## src/hdl/mexp_pkg.sv

```systemverilog
// shared constants and types of the modular exponentiation block
package mexp_pkg;

  localparam int unsigned MOD_WIDTH = 63;
  localparam int unsigned CFG_WIDTH = 63;
  localparam int unsigned IN_WIDTH  = 64;
  localparam int unsigned OUT_WIDTH = 63;
  localparam int unsigned CNT_WIDTH = $clog2(IN_WIDTH);
  localparam int unsigned IDX_WIDTH = 2;

  typedef logic [MOD_WIDTH-1:0] word_t;
  typedef logic [IDX_WIDTH-1:0] cfg_idx_t;

  localparam cfg_idx_t REG_MODULUS  = cfg_idx_t'(0);
  localparam cfg_idx_t REG_EXPONENT = cfg_idx_t'(1);

  typedef enum logic [2:0] {
    ST_IDLE,
    ST_REDUCE,
    ST_STEP,
    ST_MUL,
    ST_DONE
  } state_e;

endpackage

```

## src/hdl/modular_exponentiation.sv

```systemverilog
// modular exponentiation core: cipher_block ^ exponent mod modulus
// One block at a time. After the input transfer the block first reduces
// cipher_block modulo the modulus, one input bit per cycle, then walks the
// exponent from its least significant bit upward. Each set exponent bit costs
// one modular multiply into the accumulator, and every exponent bit up to the
// highest set one costs one modular square of the base. A multiply runs on a
// single add-and-double unit that consumes one multiplier bit per cycle; each
// step also passes through the sequencer state. A modulus of one or zero goes
// straight to the done state and yields 0. The input side stays stalled until
// the result is in the output register; the next block is taken while that
// result waits.
module modular_exponentiation (
  input  logic                            clk_i,
  input  logic                            rst_ni,
  input  logic                            cfg_we_i,
  input  mexp_pkg::cfg_idx_t              cfg_index_i,
  input  logic [mexp_pkg::CFG_WIDTH-1:0]  cfg_data_i,
  input  logic                            in_valid_i,
  output logic                            in_stall_o,
  input  logic [mexp_pkg::IN_WIDTH-1:0]   cipher_block_i,
  output logic                            out_valid_o,
  input  logic                            out_stall_i,
  output logic [mexp_pkg::OUT_WIDTH-1:0]  plain_block_o
);

  localparam int unsigned W = mexp_pkg::MOD_WIDTH;

  mexp_pkg::state_e state_q, state_d;

  mexp_pkg::word_t modulus_q, exponent_q;
  mexp_pkg::word_t base_q, base_d;
  mexp_pkg::word_t acc_q, acc_d;
  mexp_pkg::word_t exp_q, exp_d;
  mexp_pkg::word_t addend_q, addend_d;
  mexp_pkg::word_t mulr_q, mulr_d;
  mexp_pkg::word_t prod_q, prod_d;
  mexp_pkg::word_t res_q, res_d;
  logic [mexp_pkg::IN_WIDTH-1:0]  shift_q, shift_d;
  logic [mexp_pkg::CNT_WIDTH-1:0] cnt_q, cnt_d;
  logic phase_q, phase_d;
  logic out_valid_q, out_valid_d;
  logic in_xfer, out_load, mod_small;
  logic [W:0] red_sum;

  // (a + b) mod n for a, b below n
  function automatic mexp_pkg::word_t mod_add(mexp_pkg::word_t a, mexp_pkg::word_t b,
                                              mexp_pkg::word_t n);
    logic [W:0] s;
    s = {1'b0, a} + {1'b0, b};
    if (s >= {1'b0, n}) begin
      s = s - {1'b0, n};
    end
    return s[W-1:0];
  endfunction

  assign mod_small = (modulus_q <= W'(1));
  assign in_xfer   = in_valid_i && !in_stall_o;

  // next state
  always_comb begin
    state_d = state_q;
    unique case (state_q)
      mexp_pkg::ST_IDLE: begin
        if (in_valid_i) begin
          state_d = mod_small ? mexp_pkg::ST_DONE : mexp_pkg::ST_REDUCE;
        end
      end
      mexp_pkg::ST_REDUCE: begin
        if (cnt_q == mexp_pkg::CNT_WIDTH'(mexp_pkg::IN_WIDTH - 1)) begin
          state_d = mexp_pkg::ST_STEP;
        end
      end
      mexp_pkg::ST_STEP: begin
        if (exp_q == '0) begin
          state_d = mexp_pkg::ST_DONE;
        end else if (phase_q || exp_q[0]) begin
          state_d = mexp_pkg::ST_MUL;
        end
      end
      mexp_pkg::ST_MUL: begin
        if (mulr_q == '0) begin
          state_d = mexp_pkg::ST_STEP;
        end
      end
      mexp_pkg::ST_DONE: begin
        if (!out_valid_q || !out_stall_i) begin
          state_d = mexp_pkg::ST_IDLE;
        end
      end
      default: state_d = mexp_pkg::ST_IDLE;
    endcase
  end

  // handshake outputs
  always_comb begin
    in_stall_o = (state_q != mexp_pkg::ST_IDLE);
    out_load   = (state_q == mexp_pkg::ST_DONE) && (!out_valid_q || !out_stall_i);
  end

  // datapath
  always_comb begin
    base_d    = base_q;
    acc_d     = acc_q;
    exp_d     = exp_q;
    addend_d  = addend_q;
    mulr_d    = mulr_q;
    prod_d    = prod_q;
    res_d     = res_q;
    shift_d   = shift_q;
    cnt_d     = cnt_q;
    phase_d   = phase_q;
    red_sum   = {base_q, shift_q[mexp_pkg::IN_WIDTH-1]};
    unique case (state_q)
      mexp_pkg::ST_IDLE: begin
        if (in_xfer) begin
          shift_d = cipher_block_i;
          cnt_d   = '0;
          base_d  = '0;
          acc_d   = mod_small ? '0 : W'(1);
          exp_d   = exponent_q;
          phase_d = 1'b0;
        end
      end
      mexp_pkg::ST_REDUCE: begin
        if (red_sum >= {1'b0, modulus_q}) begin
          red_sum = red_sum - {1'b0, modulus_q};
        end
        base_d  = red_sum[W-1:0];
        shift_d = shift_q << 1;
        cnt_d   = cnt_q + 1'b1;
      end
      mexp_pkg::ST_STEP: begin
        if (exp_q != '0) begin
          if (phase_q) begin
            addend_d = base_q;
            mulr_d   = base_q;
            prod_d   = '0;
          end else if (exp_q[0]) begin
            addend_d = acc_q;
            mulr_d   = base_q;
            prod_d   = '0;
          end else begin
            phase_d = 1'b1;
          end
        end
      end
      mexp_pkg::ST_MUL: begin
        if (mulr_q == '0) begin
          if (phase_q) begin
            base_d  = prod_q;
            exp_d   = exp_q >> 1;
            phase_d = 1'b0;
          end else begin
            acc_d   = prod_q;
            phase_d = 1'b1;
          end
        end else begin
          if (mulr_q[0]) begin
            prod_d = mod_add(prod_q, addend_q, modulus_q);
          end
          addend_d = mod_add(addend_q, addend_q, modulus_q);
          mulr_d   = mulr_q >> 1;
        end
      end
      mexp_pkg::ST_DONE: begin
        if (out_load) begin
          res_d = acc_q;
        end
      end
      default: ;
    endcase
  end

  always_comb begin
    out_valid_d = out_valid_q && out_stall_i;
    if (out_load) begin
      out_valid_d = 1'b1;
    end
  end

  always_ff @(posedge clk_i or negedge rst_ni) begin
    if (!rst_ni) begin
      state_q     <= mexp_pkg::ST_IDLE;
      out_valid_q <= 1'b0;
      modulus_q   <= W'(1);
      exponent_q  <= '0;
      exp_q       <= '0;
      cnt_q       <= '0;
      phase_q     <= 1'b0;
    end else begin
      state_q     <= state_d;
      out_valid_q <= out_valid_d;
      exp_q       <= exp_d;
      cnt_q       <= cnt_d;
      phase_q     <= phase_d;
      if (cfg_we_i && (cfg_index_i == mexp_pkg::REG_MODULUS)) begin
        modulus_q <= cfg_data_i[W-1:0];
      end
      if (cfg_we_i && (cfg_index_i == mexp_pkg::REG_EXPONENT)) begin
        exponent_q <= cfg_data_i[W-1:0];
      end
    end
  end

  always_ff @(posedge clk_i) begin
    base_q   <= base_d;
    acc_q    <= acc_d;
    addend_q <= addend_d;
    mulr_q   <= mulr_d;
    prod_q   <= prod_d;
    res_q    <= res_d;
    shift_q  <= shift_d;
  end

  assign out_valid_o   = out_valid_q;
  assign plain_block_o = mexp_pkg::OUT_WIDTH'(res_q);

endmodule

```

## config.mk

```make
export PLATFORM = sky130hd
export DESIGN_NAME = modular_exponentiation
export DESIGN_NICKNAME = d
export VERILOG_FILES = /design/src/hdl/mexp_pkg.sv /design/src/hdl/modular_exponentiation.sv
export SDC_FILE = /design/constraint.sdc
export NUM_CORES = 2
export LEC_CHECK = 0
export ABC_CLOCK_PERIOD_IN_PS = 10000
export BUFFER_PORTS_ARGS = -buffer_cell sky130_fd_sc_hd__buf_2
export CAP_MARGIN = 40
export CORE_MARGIN = 4
export CORE_UTILIZATION = 57
export DETAILED_ROUTE_END_ITERATION = 12
export PLACE_DENSITY = 0.83
export SYNTH_ARGS = -nofsm -noshare
export SYNTH_HDL_FRONTEND = slang
export SYNTH_SLANG_ARGS = --single-unit
```

## constraint.sdc

```tcl
create_clock -name clk_i -period 10 [get_ports clk_i]
set_input_delay 1 -clock clk_i [delete_from_list [all_inputs] [get_ports clk_i]]
set_output_delay 1 -clock clk_i [all_outputs]
set_load 0.01 [all_outputs]
```

-- Word level (Yosys, flattened, before mapping)
Index checks and enable logic that the tools add are counted.
- output and inout bits: 65
- bits of input ports: 134
- bits in writable memories: 0
- memories kept: 0
- logic and storage cells: 124
- register bits: 642
- ROM bits: 0
- bits in latches: 0
- magnitude comparators: 4
- multipliers: 0
- div/mod/pow operators: 0
- bitwise logic cells: 0
- equality and inequality tests: 18
- shift operators: 0
- reduce and logical (&&, ||, !) cells: 30
- add/subtract/negate cells: 6
- multiplexer cells: 52
- operator list (operator ; number):
    $mux 63 ; 25
    $pmux 63 s2 ; 5
    $ge 64x63->1 ; 3
    $pmux 63 s3 ; 1
    $sub 63x63->63 ; 3
    $add 63x63->64 ; 2
    $pmux 64 s2 ; 1
    $logic_not 63->1 ; 2
    $mux 64 ; 1
    $le 63x1->1 const B ; 1
    $reduce_bool 63->1 ; 1
    $mux 3 ; 7
    $ne 2x2->1 const B ; 10
    $reduce_and 4->1 ; 5
    $pmux 3 s5 ; 1
    $pmux 6 s2 ; 1
    $reduce_and 5->1 ; 2
    $reduce_bool 3->1 ; 3
    $mux 1 ; 8
    $add 6x1->6 const B ; 1
    $eq 3x2->1 const B ; 2
    $eq 6x6->1 const B ; 1
    $mux 6 ; 1
    $ne 3x3->1 const B ; 2
    other kinds (11) ; 21

-- Longest topological paths before layout
- word-level depth: 6
- mapped depth: 24
- gate-level depth less buffers: 23

-- Least setup slack after synthesis
No wires, ideal clock.
- path kind: register -> register
- from: register phase_q
- to: register prod_q[0] (enable)
- cell stages (with the launch flop): 6
- required time: 9.575 ns
- data arrival time: 9.055 ns
- path slack: 0.519 ns
- clock period less this slack: 9.481 ns
- path through: dfrtp_1 -> clkbuf_1 -> clkbuf_1 -> nor2_1 -> o22ai_1 -> o21a_1
- cells in the longest elaborated chain, start to end: 2
- ends and longest elaborated chain (element ; RTL line ; source):
    start, declared ; modular_exponentiation.sv:40 ; logic phase_q, phase_d;
    start signal, assigned ; modular_exponentiation.sv:195 ; phase_q <= phase_d;
    $ne 3x3->1 (no source line) ; - ;
    $reduce_and 5->1 (no source line) ; - ;
    end signal, assigned ; modular_exponentiation.sv:210 ; prod_q <= prod_d;
    end, declared ; modular_exponentiation.sv:36 ; mexp_pkg::word_t prod_q, prod_d;
No other way between the ends.
A chain may end at the register's enable or synchronous reset.

-- Worst setup path after layout
- from: register addend_q[7]
- to: register prod_q[16], data pin
- cells in the longest elaborated chain, start to end: 6
- elaborated cells between the ends (all ways): 7
- those cells by class: add/sub (2); order compare (1); mux (4)
- ends and longest elaborated chain (element ; RTL line ; source):
    start, declared ; modular_exponentiation.sv:34 ; mexp_pkg::word_t addend_q, addend_d;
    start signal, assigned ; modular_exponentiation.sv:208 ; addend_q <= addend_d;
    $add 63x63->64 (*) ; modular_exponentiation.sv:49 ; s = {1'b0, a} + {1'b0, b};
    $sub 63x63->63 or $ge 64x63->1 (tied branches) ; modular_exponentiation.sv:51, modular_exponentiation.sv:50 ;
    $mux 63 (*) ; modular_exponentiation.sv:50 ; if (s >= {1'b0, n}) begin
    $mux 63 (*) ; modular_exponentiation.sv:158 ; if (mulr_q[0]) begin
    $mux 63 (*) ; modular_exponentiation.sv:148 ; if (mulr_q == '0) begin
    $pmux 63 s2 (*) ; modular_exponentiation.sv:113 ; unique case (state_q)
Every way passes the cells marked *; elsewhere a longest branch is shown, timed or not. The select of a mux whose other input is x is not followed.

==> flow_summary_export.csv <==
group,metric,value,unit
placement,gp_congestion,0.988,
drt,drc,0,
synth,synthCells,4497,
finish,final_nets,4973,
floorplan,core_area,0.0732,mm^2
global_routing,grt_overflow,0,
cts,cts_tree,"yes",
sta,tightest_slew,919,ps
placement,port_buffers,198,
floorplan,io_pins,199,
global_routing,grt_usage,0.330,
status,status,"finished clean",
cts,cts_buffers,71,
synth,ys_types,84,
sta,fin_tns_setup,0,ps
sta,setup_viol,0,
cts,post-cts-setup-buffers,0,
synth,synth_top_area_frac,0.314,
job,maxCapViolCount,0,
sta,min_period,6720,ps
cts,insertion_delay,630,ps
sta,fmaxAchievable,149,MHz
synth,synth_edf_count,442,
drt,wl_per_cell,23.7,um
worst_setup_path,cpLargestDelayFamily,"compound AO/OA/AOI/OAI gates",
cts,cts.htree.levels,3,
floorplan,die_w,280,um
finish,fill_cells,5926,
sta,relSlewSlack,0.387,
global_routing,grt_max_degree,87,
floorplan,row_count,99,
worst_setup_path,worst-path-max-fanout,58,
cts,path_clk_slew,70,ps
cts,clk_path_buf_depth,3,
drt,antenna_left,0,
global_routing,grt_pass1_wl,200000,um
worst_setup_path,arrival,7060,ps
global_routing,antenna_found_initial,6,
worst_setup_path,worst_setup_path_start_kind,"flop",
sta,finalCritPeriodShare,0.672,
drt,first_pass_iters,6,
worst_setup_path,worst_path_most_repeated_cell,"o21ai_0",
placement,dp_hpwl,101000,um
drt,vias,35959,
finish,syn2layout_area_growth,10.5,%
synth,synth-seq-area-share,0.432,
worst_setup_path,path_cells,"ha_1 -> inv_1 -> nor3_1 -> a21oi_1 -> a2111oi_2 -> o21ai_0 -> a21oi_1 -> o21ai_0 -> o21ai_0 -> xor2_1 -> ha_1 -> nand2_1 -> nor2_1 -> nand4_1 -> nor4b_1 -> a211oi_1 -> o211ai_1 -> o2111ai_1 -> nand3_4 -> buf_4 -> buf_16 -> mux2i_1 -> nor2_1",
drt,wl,133000,um
synth,yosysWarningCount,0,
worst_setup_path,crit_buf_inv,3,
global_routing,grt_pass1_vias,33429,
cts,root_buffer,"clkbuf_16",
sta,rsz0062_at_grt,"no",
worst_setup_path,cpMaxStageDelayCell,"a2111oi_2",
synth,synth_nets,4888,
synth,syn_area,0.0423,mm^2
min_path,hp-class,"in2async",
worst_setup_path,crit_type,"reg2reg",
sta,fin_skew,35.9,ps
floorplan,fp.dieH,280,um
finish,drive_above_1_share,0.100,
sta,hold_violations,0,
sta,worst_slack,3280,ps
synth,synth_area_per_cell,9.40,um^2
synth,synthTopCellsByArea,"edfxtp_1 (31%), dfrtp_1 (12%), ha_1 (7.5%)",
floorplan,dieArea,0.0786,mm^2
worst_setup_path,cp.required,10350,ps
synth,synth-main-ff-cell,"edfxtp_1",
worst_setup_path,max_stage_delay,640,ps
floorplan,initial_core_util,0.577,
placement,place_ws,3420,ps
worst_setup_path,worstSetupEndpointType,"flop",
drt,route.detailed.vias_per_inst,6.42,
sta,hold_slack,287,ps
synth,synth.ff_latch_count,642,
sta,maxSlewViolCount,0,
cts,cts.repair.resized,0,
cts,cts_hold_buf,0,
drt,drt_iter0_markers,3874,
synth,synth_top_area_cell,"edfxtp_1",
cts,cts_sinks,642,
synth,async_reset_ff_frac,0.312,
==> logic make-up (layout without fill, tap and decap cells) <==
logic type	Yosys count	count (layout)	synth area share
and+or+nand+nor	1454	1454	0.156
AOI/OAI and AO/OA	1300	1300	0.193
DFF	642	642	0.432
buffers and inverters	366	509	0.0336
adders and majority gates	257	257	0.0768
muxes	246	246	0.0602
xor gates and xnor gates	232	232	0.0481
other	0	5	0
==> worst paths after layout <==
kind / startpoint / to / slack, ps / depth (start not counted)
min: rst_ni / exponent_q[52] / 290 / 1
max: addend_q[7] / prod_q[16] / 3280 / 23
max in group asynchronous: rst_ni / state_q[1] / 8230 / 4
min reg2reg: acc_q[58] / plain_block_o[58] / 450 / 0
min in group clk_i: acc_q[58] / plain_block_o[58] / 450 / 0
max reg2reg: addend_q[7] / prod_q[16] / 3280 / 23
==> registers in the layout, indices dropped and copies added, names as in the netlist <==
register / flops
prod_q: 63
acc_q: 63
addend_q: 63
state_q: 3
exponent_q: 63
mulr_q: 63
phase_q: 1
shift_q: 64
exp_q: 63
base_q: 63
modulus_q: 63
out_valid_o: 1
cnt_q: 6
plain_block_o: 63
==> through the flow <==
step,cells,instance area (um^2),utilization
finish,5604,46700,0.638
global route,5604,46700,0.638
CTS,5599,46700,0.638
detailed placement,5468,44200,0.603
global placement,5451,43900,0.599
floorplan,4497,42300,-
==> layout make-up <==
class	count	area, um^2	area share
clock buffer	93	2010	0.0429
sequential	642	18300	0.391
clock inverter	38	547	0.0117
multi-input combinational	3489	22700	0.486
antenna	5	12.5	0.000268
timing repair buffer	240	1470	0.0315
inverter	138	518	0.0111
tap	959	1200	0.0257
==> layer usage <==
layer  vias up  routed length [um]  track usage
li1      16715                   -            -
met3       218               15400       0.0833
met1     17224               57600        0.493
met2      1802               55100        0.471
met4         0                4740        0.110
met5         -                   0            0
==> cell usage in the layout (no fill, tap or decap), drive strengths merged, types with 50 or more instances in the layout <==
master  instances
a21oi         394
ha            253
a21o          150
a211oi         84
buf           237
mux2           66
nand4          73
inv           144
clkbuf         94
nor4           57
xor2           87
nand3          52
o21ai         318
nor3           50
dfrtp         199
nor2b          60
o21bai         93
edfxtp        442
mux2i         180
and3           88
nor2          253
nand2         727
xnor2         145
==> cell usage after synthesis (7+ instances only) <==
library cell	n
nand2_1	727
edfxtp_1	442
a21oi_1	394
o21ai_0	315
ha_1	253
nor2_1	252
dfrtp_1	199
clkbuf_1	188
mux2i_1	180
a21o_1	150
xnor2_1	145
inv_1	138
o21bai_1	92
and3_1	88
xor2_1	87
a211oi_1	84
nand4_1	73
mux2_2	66
nor2b_1	60
nor4_1	57
nand3_1	51
nor3_1	50
o21a_1	31
a31oi_1	29
nand2b_1	24
o31ai_1	24
buf_2	19
o211ai_1	19
or3_1	18
a41oi_1	17
and2_1	16
buf_1	15
o31a_1	13
a211o_1	10
a21boi_0	10
a221oi_1	10
o2bb2ai_1	10
a22o_1	9
o221ai_1	9
o22ai_1	9
or2_2	8
and4_1	7
Power is not shown: default switching activity piles up to over one toggle a cycle in this logic, so the estimate is an artifact.
